--- src/rtl/archive_directory_parser_unit_assert.svh ---
// Assertion macros shared by the archive directory parser modules.
// Each macro expects signals named clk and rst_n in the enclosing scope.
`ifndef ARCHIVE_DIRECTORY_PARSER_UNIT_ASSERT_SVH
`define ARCHIVE_DIRECTORY_PARSER_UNIT_ASSERT_SVH

// Same-cycle implication, disabled while reset is asserted.
`define ADP_ASSERT_IMP(label, ante, cons, msg) \
  label: assert property (@(posedge clk) disable iff (!rst_n) (ante) |-> (cons)) \
    else $error(msg);

// Next-cycle implication, disabled while reset is asserted.
`define ADP_ASSERT_NEXT(label, ante, cons, msg) \
  label: assert property (@(posedge clk) disable iff (!rst_n) (ante) |=> (cons)) \
    else $error(msg);

`endif

--- src/rtl/adp_pkg.sv ---
// ----------------------------------------------------------------------------
// adp_pkg
// Types, constants and helper functions of the archive directory parser.
// ----------------------------------------------------------------------------
`default_nettype none

package adp_pkg;

  localparam int POSITION_BITS = 48;

  localparam int NAME_LEN_W  = 12;
  localparam int SIZE_W      = 44;
  localparam int OFFSET_W    = 48;
  localparam int FCOUNT_W    = 12;
  localparam int PROP_W      = 8;
  localparam int MAX_RESULTS = 3;

  localparam int SIG_LEN     = 5;
  localparam int NLEN_DIGITS = 3;
  localparam int SIZE_DIGITS = 11;
  localparam int PROP_CHARS  = 8;
  localparam int CRC_CHARS   = 10;
  // A final byte below this offset means the archive is too short to hold anything.
  localparam int MIN_ARCHIVE = 7;

  localparam logic [7:0] CH_PAD  = 8'h26;
  localparam logic [7:0] CH_ZERO = 8'h30;

  typedef enum logic [7:0] {
    PH_SIG   = 8'b0000_0001,
    PH_NLEN  = 8'b0000_0010,
    PH_NAME  = 8'b0000_0100,
    PH_SIZE  = 8'b0000_1000,
    PH_PROP  = 8'b0001_0000,
    PH_CRC   = 8'b0010_0000,
    PH_DATA  = 8'b0100_0000,
    PH_DRAIN = 8'b1000_0000
  } phase_t;

  typedef enum logic [2:0] {
    K_NAME   = 3'd0,
    K_CRC    = 3'd1,
    K_REC    = 3'd2,
    K_DONE   = 3'd3,
    K_EMPTY  = 3'd4,
    K_BADSIG = 3'd5,
    K_BADHEX = 3'd6,
    K_TRUNC  = 3'd7
  } kind_t;

  // Results of one input byte. Character results only ever sit in the first slot.
  typedef struct packed {
    logic [1:0]            count;
    kind_t                 kind0;
    kind_t                 kind1;
    kind_t                 kind2;
    logic [7:0]            char_value;
    logic [NAME_LEN_W-1:0] name_length;
    logic [SIZE_W-1:0]     entry_size;
    logic [PROP_W-1:0]     property_bits;
    logic [OFFSET_W-1:0]   data_offset;
  } bundle_t;

  function automatic logic [7:0] sig_byte(input logic [2:0] idx);
    logic [7:0] b;
    case (idx)
      3'd0:    b = 8'h25;
      3'd1:    b = 8'h42;
      3'd2:    b = 8'h41;
      3'd3:    b = 8'h54;
      3'd4:    b = 8'h25;
      default: b = 8'h00;
    endcase
    return b;
  endfunction

  // Value of a hex character in either case; 16 flags a character that is not hex.
  function automatic logic [4:0] hex_value(input logic [7:0] c);
    logic [4:0] v;
    if (c inside {[8'h30:8'h39]}) begin
      v = 5'(c - 8'h30);
    end else if (c inside {[8'h41:8'h46]}) begin
      v = 5'(c - 8'h37);
    end else if (c inside {[8'h61:8'h66]}) begin
      v = 5'(c - 8'h57);
    end else begin
      v = 5'd16;
    end
    return v;
  endfunction

endpackage

`default_nettype wire

--- src/rtl/adp_parse_core.sv ---
// ----------------------------------------------------------------------------
// adp_parse_core
// Parser state registers and the per-byte decode that forms a result bundle.
// ----------------------------------------------------------------------------
`default_nettype none

`include "archive_directory_parser_unit_assert.svh"

module adp_parse_core import adp_pkg::*; (
  input  logic       clk,
  input  logic       rst_n,
  input  logic       in_fire,
  input  logic [7:0] data_byte,
  input  logic       final_byte,
  output bundle_t    bundle
);

  phase_t                   phase_r, phase_nxt;
  logic [FCOUNT_W-1:0]      fc_r, fc_nxt;
  logic [SIZE_W-1:0]        acc_r, acc_nxt;
  logic [NAME_LEN_W-1:0]    hn_r, hn_nxt;
  logic [SIZE_W-1:0]        hs_r, hs_nxt;
  logic [PROP_W-1:0]        hp_r, hp_nxt;
  logic [POSITION_BITS-1:0] pos_r, pos_nxt;
  logic [SIZE_W-1:0]        rem_r, rem_nxt;

  logic [FCOUNT_W:0]        fc_inc;
  logic [POSITION_BITS-1:0] pos_inc;
  logic [4:0]               hv;
  logic                     is_pad;
  logic                     entry_done;
  logic                     failed;
  logic                     reset_all;
  logic [1:0]               n;
  kind_t                    slot_kind [MAX_RESULTS];

  assign fc_inc  = {1'b0, fc_r} + (FCOUNT_W+1)'(1);
  assign pos_inc = pos_r + POSITION_BITS'(1);
  assign hv      = hex_value(data_byte);
  assign is_pad  = (data_byte == CH_PAD);

  always_comb begin
    phase_nxt  = phase_r;
    fc_nxt     = fc_r;
    acc_nxt    = acc_r;
    hn_nxt     = hn_r;
    hs_nxt     = hs_r;
    hp_nxt     = hp_r;
    rem_nxt    = rem_r;
    pos_nxt    = pos_inc;
    entry_done = 1'b0;
    failed     = 1'b0;
    reset_all  = 1'b0;
    n          = 2'd0;
    for (int i = 0; i < MAX_RESULTS; i++) begin
      slot_kind[i] = K_DONE;
    end
    bundle               = '0;

    if (phase_r == PH_DRAIN) begin
      reset_all = final_byte;
    end else if (final_byte && (pos_r < POSITION_BITS'(MIN_ARCHIVE))) begin
      slot_kind[n] = K_EMPTY;
      n            = n + 2'd1;
      reset_all    = 1'b1;
    end else begin
      case (phase_r)
        PH_SIG: begin
          if ((fc_r > FCOUNT_W'(SIG_LEN - 1)) || (data_byte != sig_byte(fc_r[2:0]))) begin
            slot_kind[n] = K_BADSIG;
            n            = n + 2'd1;
            failed       = 1'b1;
          end else begin
            fc_nxt = fc_inc[FCOUNT_W-1:0];
            if (fc_inc == (FCOUNT_W+1)'(SIG_LEN)) begin
              phase_nxt = PH_NLEN;
              fc_nxt    = '0;
              acc_nxt   = '0;
            end
          end
        end
        PH_NLEN, PH_SIZE: begin
          if (!is_pad && hv[4]) begin
            slot_kind[n] = K_BADHEX;
            n            = n + 2'd1;
            failed       = 1'b1;
          end else begin
            if (!is_pad) begin
              acc_nxt = {acc_r[SIZE_W-5:0], hv[3:0]};
            end
            fc_nxt = fc_inc[FCOUNT_W-1:0];
            if ((phase_r == PH_NLEN) && (fc_inc >= (FCOUNT_W+1)'(NLEN_DIGITS))) begin
              hn_nxt    = acc_nxt[NAME_LEN_W-1:0];
              phase_nxt = (hn_nxt == '0) ? PH_SIZE : PH_NAME;
              fc_nxt    = '0;
              acc_nxt   = '0;
            end else if ((phase_r == PH_SIZE) &&
                         (fc_inc >= (FCOUNT_W+1)'(SIZE_DIGITS))) begin
              hs_nxt    = acc_nxt;
              hp_nxt    = '0;
              phase_nxt = PH_PROP;
              fc_nxt    = '0;
              acc_nxt   = '0;
            end
          end
        end
        PH_NAME: begin
          slot_kind[n]      = K_NAME;
          n                 = n + 2'd1;
          bundle.char_value = data_byte;
          fc_nxt            = fc_inc[FCOUNT_W-1:0];
          if (fc_inc >= {1'b0, hn_r}) begin
            phase_nxt = PH_SIZE;
            fc_nxt    = '0;
            acc_nxt   = '0;
          end
        end
        PH_PROP: begin
          if (data_byte != CH_ZERO) begin
            hp_nxt = hp_r | (PROP_W'(1) << fc_r[2:0]);
          end
          fc_nxt = fc_inc[FCOUNT_W-1:0];
          if (fc_inc >= (FCOUNT_W+1)'(PROP_CHARS)) begin
            phase_nxt = PH_CRC;
            fc_nxt    = '0;
            acc_nxt   = '0;
          end
        end
        PH_CRC: begin
          if (!is_pad) begin
            slot_kind[n]      = K_CRC;
            n                 = n + 2'd1;
            bundle.char_value = data_byte;
          end
          fc_nxt = fc_inc[FCOUNT_W-1:0];
          if (fc_inc >= (FCOUNT_W+1)'(CRC_CHARS)) begin
            slot_kind[n]         = K_REC;
            n                    = n + 2'd1;
            bundle.name_length   = hn_r;
            bundle.entry_size    = hs_r;
            bundle.property_bits = hp_r;
            bundle.data_offset   = OFFSET_W'(pos_inc);
            if (hs_r == '0) begin
              entry_done = 1'b1;
            end else begin
              rem_nxt   = hs_r;
              phase_nxt = PH_DATA;
            end
          end
        end
        PH_DATA: begin
          rem_nxt    = rem_r - SIZE_W'(1);
          entry_done = (rem_nxt == '0);
        end
        default: begin
        end
      endcase

      if (failed) begin
        if (final_byte) begin
          reset_all = 1'b1;
        end else begin
          phase_nxt = PH_DRAIN;
        end
      end else if (final_byte) begin
        // Reaching the end inside entry data counts as a complete archive.
        slot_kind[n] = (entry_done || (phase_nxt == PH_DATA)) ? K_DONE : K_TRUNC;
        n            = n + 2'd1;
        reset_all    = 1'b1;
      end else if (entry_done) begin
        phase_nxt = PH_NLEN;
        fc_nxt    = '0;
        acc_nxt   = '0;
      end
    end

    if (reset_all) begin
      phase_nxt = PH_SIG;
      fc_nxt    = '0;
      acc_nxt   = '0;
      hn_nxt    = '0;
      hs_nxt    = '0;
      hp_nxt    = '0;
      pos_nxt   = '0;
      rem_nxt   = '0;
    end

    bundle.count = n;
    bundle.kind0 = slot_kind[0];
    bundle.kind1 = slot_kind[1];
    bundle.kind2 = slot_kind[2];
  end

  always_ff @(posedge clk) begin
    if (!rst_n) begin
      phase_r <= PH_SIG;
      fc_r    <= '0;
      acc_r   <= '0;
      hn_r    <= '0;
      hs_r    <= '0;
      hp_r    <= '0;
      pos_r   <= '0;
      rem_r   <= '0;
    end else if (in_fire) begin
      phase_r <= phase_nxt;
      fc_r    <= fc_nxt;
      acc_r   <= acc_nxt;
      hn_r    <= hn_nxt;
      hs_r    <= hs_nxt;
      hp_r    <= hp_nxt;
      pos_r   <= pos_nxt;
      rem_r   <= rem_nxt;
    end
  end

  `ADP_ASSERT_NEXT(a_final_rewinds, in_fire && final_byte, pos_r == '0 && phase_r == PH_SIG, "final byte did not return the parser to its start")
  `ADP_ASSERT_IMP(a_drain_silent, in_fire && phase_r == PH_DRAIN, bundle.count == 2'd0, "bytes after an error produced results")

endmodule

`default_nettype wire

--- config.mk ---
export PLATFORM = sky130hd
export DESIGN_NAME = adp_parse_core
export DESIGN_NICKNAME = d
export VERILOG_FILES = /design/src/rtl/adp_pkg.sv /design/src/rtl/adp_parse_core.sv
export VERILOG_INCLUDE_DIRS = /design/src /design/src/rtl
export SDC_FILE = /design/constraint.sdc
export NUM_CORES = 1
export LEC_CHECK = 0
export BUFFER_PORTS_ARGS = -buffer_cell sky130_fd_sc_hd__buf_2
export CAP_MARGIN = 5
export CORE_MARGIN = 2
export CORE_UTILIZATION = 49
export DETAILED_ROUTE_END_ITERATION = 6
export PLACE_DENSITY = 0.72
export SLEW_MARGIN = 20
export SYNTH_ARGS = -nofsm -noshare
export SYNTH_HDL_FRONTEND = slang
export SYNTH_SLANG_ARGS = --single-unit
--- constraint.sdc ---
create_clock -name clk -period 5.4 [get_ports clk]
set_input_delay 0 -clock clk [delete_from_list [all_inputs] [get_ports clk]]
set_output_delay 0 -clock clk [all_outputs]
set_load 0.03 [all_outputs]
Word level (Yosys, flattened, before mapping). Index checks and enable logic that the tools add are counted.

$add $sub $neg: 8. Multipliers: 0. Div/mod/pow operators: 0. Magnitude comparators: 17. Equal/unequal tests: 27. Shift-type cells: 1. Muxes and demuxes: 145. Bitwise logic cells: 6. Reductions and logical operators: 28.

Operators with widths (count): 2-to-1 mux 44 bit (30); 2-to-1 mux 120 bit (2); 2-to-1 mux 8 bit (29); 2-to-1 mux 12 bit (19); 2-to-1 mux 112 bit (2); one-hot mux 44 bit (4 select lines) (1); logical NOT 44 bit (2); one-hot mux 44 bit (2 select lines) (1); one-hot mux 12 bit (5 select lines) (1); adder 48 x 1 -> 48 bit, second input constant (1); less-than comparator 48 x 3 -> 1 bit, second input constant (1); 2-to-1 mux 48 bit (1); subtractor 44 x 1 -> 44 bit, second input constant (1); one-hot mux 8 bit (5 select lines) (1); >= comparator 13 x 4 -> 1 bit, second input constant (3); 2-to-1 mux 9 bit (4); 2-to-1 mux 3 bit (11); one-hot mux 8 bit (2 select lines) (2); one-hot mux 7 bit (4 select lines) (1); 2-to-1 mux 6 bit (4); 2-to-1 mux 2 bit (11); inequality test 3 bit, second input constant (6); equality test 8 x 6 -> 1 bit, second input constant (2); equality test 8 x 7 -> 1 bit, second input constant (2); other kinds (51) (94).

Register bits: 220. Bits in latches: 0. RAM bits: 0. Bits in read-only memories: 0. Bits of input ports: 12. Output and inout port bits: 131. Word-level logic and storage cells: 240. Memories: 0.

Longest topological paths before layout.
Depth after elaboration: 25. Depth in mapped cells: 17. Depth with buffers taken out: 16.

Worst setup path before layout. No wires, ideal clock.

Path kind: reg2out. From: register fc_r[0]. To: output bundle[122] (netlist name). Data arrival time: 4676 ps. Data required time: 5400 ps. Path slack: 724 ps. Cell stages (with the launch flop): 16. Path buffers: 1. Path through: dfxtp_1 > ha_1 > nand4_1 > or4_1 > nand2_1 > ha_1 > o21a_1 > o21ai_0 > a21oi_1 > a2111oi_0 > a22o_1 > a31oi_1 > a41o_1 > and4_1 > clkbuf_1 > nor4b_1.

RTL lines: from (decl) (RTL line adp_parse_core.sv:19) `logic [FCOUNT_W-1:0] fc_r, fc_nxt;`; from (signal assigned) (RTL line adp_parse_core.sv:206) `fc_r <= fc_nxt;`; to (decl) (RTL line adp_parse_core.sv:15) `output bundle_t bundle`.

==> PnR_summary.wiki <==
{| class="wikitable"
! Metric !! Value
|-
| Number of placed I/O pins || about 140
|-
| Most common cell in the netlist || nor2_1
|-
| Category of the worst setup path capture point || output port
|-
| Worst Hold Launch || data_byte[0]
|-
| Setup slack on the worst flop-to-flop path || 0.50 ns
|-
| Vias in the first global route || 13183
|-
| Clock root cell || clkbuf_16
|-
| Total area of multi-input combinational cells || 8970 um2
|-
| Via total after detailed routing || 14555
|-
| Worst R2R Path Depth || 16
|-
| Yosys top cell area share || 31.3%
|-
| Area growth from synthesis to final layout || 12.2%
|-
| Area fraction in and, or, nand and nor cells after synthesis || between 20% and 30%
|-
| Number of flops mapped to enable cells by yosys || 0
|-
| Compound-gate portion of the synthesized area || 21.3%
|-
| Crit path top cell by count || ha_1
|-
| Detailed router's first-iteration violation count || 1539
|-
| Filler instances || about 2700
|-
| Starting density of the core || 49.4%
|-
| Total power per unit cell area || 242 nW/um2
|-
| Gpl congestion || a little under 1
|-
| RSZ-0062 raised after global routing || yes
|-
| Static leakage || just under 6 nW
|-
| Max-cap check violation count || 0
|-
| Core outline area || roughly 28000 um2
|-
| Library cell occupying the most area in the post-synthesis netlist || dfxtp_1
|-
| Sequential cell area in the final layout || 4400 um2
|-
| Worst path required time || 5.40 ns
|-
| RR Endpoint || rem_r[3]
|-
| GRT Residual Overflow || 0
|-
| Clock insertion delay at the later pin of the skew report || 0.55 ns
|-
| Yosys cell types || 88
|-
| Peak supply drop || 208 uV
|-
| Hold violation count in the final report || 0
|-
| All-Layer GR Usage || a little under 30%
|-
| Die extent in x || ~170 um
|-
| Sum of internal, switching and leakage power || 0.00381 W
|-
| Setup TNS || 0 ns
|-
| Per-cell via count in the routed design || between 6 and 7
|-
| Number of buffers added on ports || 139
|-
| Routed wire length || ~46 mm
|-
| Post-Route Hold Slack || 0.0183 ns
|-
| Post-synthesis mux area share || under 10%
|-
| Final min period || ~5 ns
|-
| Highest-delay cell along the critical path || nor4b_1
|-
| Fin util || roughly 55%
|-
| Share of synthesized registers carrying an async set or reset || 0%
|-
| Count of yosys warnings during synthesis || 0
|-
| CTS clock-pin slew for the worst setup and hold paths || 0.07 ns
|-
| Maximum fanout along the worst path || 13
|-
| Max incr delay on CP || 0.53 ns
|-
| Final Max Slew Viols || 0
|-
| Headroom to the max-slew limit || 22.9%
|-
| Final routed DRC violation total || 0
|-
| H-Tree Depth || 1
|-
| Die extent in y || 173 um
|-
| Number of setup buffers added after CTS || 0
|-
| Largest delay contributor family on the critical path || simple AND/OR/NAND/NOR gates
|-
| Setup Crit Path Kind || register to output port
|-
| Top cells by area in the synthesized netlist || dfxtp_1, nor2_1, a21oi_1
|-
| Crit Reg-Reg Startpoint || fc_r[0]
|-
| Worst setup SP type || register
|-
| Largest family of logic cells by synthesized area || simple AND/OR/NAND/NOR gates
|-
| Gate Count Post-Synth || 1885
|-
| WHS Path Cells || 3
|-
| Final-stage net count || 1983
|-
| Final setup fails || 0
|-
| DRT antenna net count || 0
|-
| Layout Skew || approximately 0.019 ns
|-
| Worst Path Arrival || 5.01 ns
|-
| Post-synth design cell area || 14100 um2
|-
| Total iterations of the first detailed-routing run || 6
|-
| Number of buffers and inverters on the critical path || 2
|-
| CTS Sinks || 220
|-
| Class of the most critical hold timing path || input pin to register
|-
| Startpoint of the worst setup timing path || fc_r[0]
|-
| Period utilization || 92.8%
|-
| Commonest cells in the netlist || nor2_1, dfxtp_1, nand2_1
|-
| Wire length of the first global-routing pass || 72.8 mm
|-
| Wirelength per Cell || 19.6 um
|-
| Detailed-placement wirelength estimate || between 30 and 40 mm
|-
| Buffer depth of the longest clock path || 3
|-
| DIE AREA || roughly 30000 um2
|-
| Maximum clock frequency || roughly 200 MHz
|-
| Number of synthesized register bits || 220
|-
| Layout cell share with drive strength beyond 1 || 12.6%
|-
| Cts bufs inserted || 25
|-
| Mean area per synthesized cell || 7.46 um2
|-
| Clock tree from TritonCTS || built
|-
| Actual slew at the worst max-slew pin || 1.15 ns
|-
| Critical Path, Cell by Cell || ha_1 > nand4_1 > or4_1 > nand2_1 > ha_1 > o21a_1 > o21ai_0 > a21oi_1 > a2111oi_0 > buf_4 > a22o_1 > a31oi_1 > a41o_1 > and4_4 > nor4b_1 > buf_2
|-
| Endpoint of the worst hold-timing path || acc_r[0]
|-
| Fraction of the yosys area taken by sequential cells || a little under a third
|-
| Result of the run || finished clean
|-
| Post-synthesis adder-cell area fraction || 2.67%
|-
| Most instantiated flip-flop cell in the synthesis netlist || dfxtp_1
|-
| Maximum number of pins on one net before global-route repair || 66
|-
| Antenna diode count || 0
|-
| Post-synthesis xor/xnor area fraction || 5.42%
|-
| Row count || slightly above 60
|-
| Initial antenna violation count || 0
|}
## what timing repair did
action,CTS,global route
endpoints found under the setup margin,0,17
resized for setup,0,4
hold buffers,1,0
hold endpoints to repair,1,0
## worst max path at each step
stage	slack, ns	cells past startpoint	end
after global routing	-0.02	16	rem_r[3]
after detailed placement	0.38	15	rem_r[9]
final	0.39	16	bundle[125]
after CTS	0.27	16	bundle[128]
after global placement	0.50	15	rem_r[2]
after floorplan	0.72	15	bundle[122]
## sequential cells by signal, indices dropped and copies added, names as in the netlist
name / flops
acc_r: 44
fc_r: 12
hn_r: 12
hp_r: 8
hs_r: 44
phase_r: 8
pos_r: 48
rem_r: 44
## routing by layer
metal | wire (um) | global-route usage (%) | vias up | part of all wire [%]
met2 | 20600 | 46.3 | 698 | 45
met4 | 1120 | 7.80 | 0 | 2.4
met3 | 3960 | 4.17 | 95 | 8.6
li1 | - | - | 6868 | -
met1 | 20300 | 42.2 | 6894 | 44
met5 | 0 | 0 | - | 0
## area by class of cell
type | count | area share, %
multi-input cells | 1482 | 56.9
repair buffers | 165 | 5.66
inverters | 47 | 1.13
clock inverters | 8 | 0.769
clock buffers | 37 | 4.63
flip-flops and latches | 220 | 27.9
well taps | 384 | 3.04
## cell usage in the layout (no fill, tap or decap), types with 14 or more instances in the layout
| master | n |
|---|---|
| and2_1 | 70 |
| ha_1 | 30 |
| nor3_1 | 86 |
| mux2i_1 | 61 |
| and3_1 | 14 |
| o211ai_1 | 26 |
| o2bb2ai_1 | 34 |
| nand4_1 | 30 |
| xor2_1 | 33 |
| or3_1 | 19 |
| buf_2 | 139 |
| nor2_1 | 234 |
| clkbuf_16 | 25 |
| nand3_1 | 55 |
| a21o_1 | 15 |
| buf_4 | 25 |
| dfxtp_1 | 220 |
| inv_1 | 44 |
| a21oi_1 | 153 |
| o21ai_0 | 86 |
| nand2_1 | 199 |
| a31oi_1 | 16 |
| nor4_1 | 44 |
| xnor2_1 | 54 |
## metrics by stage
stage                     setup WS [ns]  cell area (um2)  std cells
after floorplan                   0.724            14100       1887
after global placement            0.499            14900       2297
after detailed placement          0.375            14900       2297
after CTS                         0.270            15800       2343
after global routing            -0.0169            15800       2343
final                             0.387            15800       2343
## kinds of logic (layout without fill, tap and decap cells)
kind of cell    after synthesis  in the layout
simple gates                841            841
compound gates              460            460
flops                       220            220
buf+inv                     185            257
xor+xnor                     87             87
mux                          61             61
fa+ha+maj                    30             30
other cells                   1              3
## power by group
| part | internal (W) | switching (W) | total [W] |
|---|---|---|---|
| clock | 0.00108 | 0.000719 | 0.00180 |
| combinational | 0.000107 | 0.000274 | 0.000382 |
| sequential | 0.00163 | 0.00000971 | 0.00164 |
## tightest hold or removal path: stages
cell    delay, ns
buf_2        0.18
a22o_1       0.21
a22o_1       0.13
No activity file was read; power rests on OpenSTA's default activity.
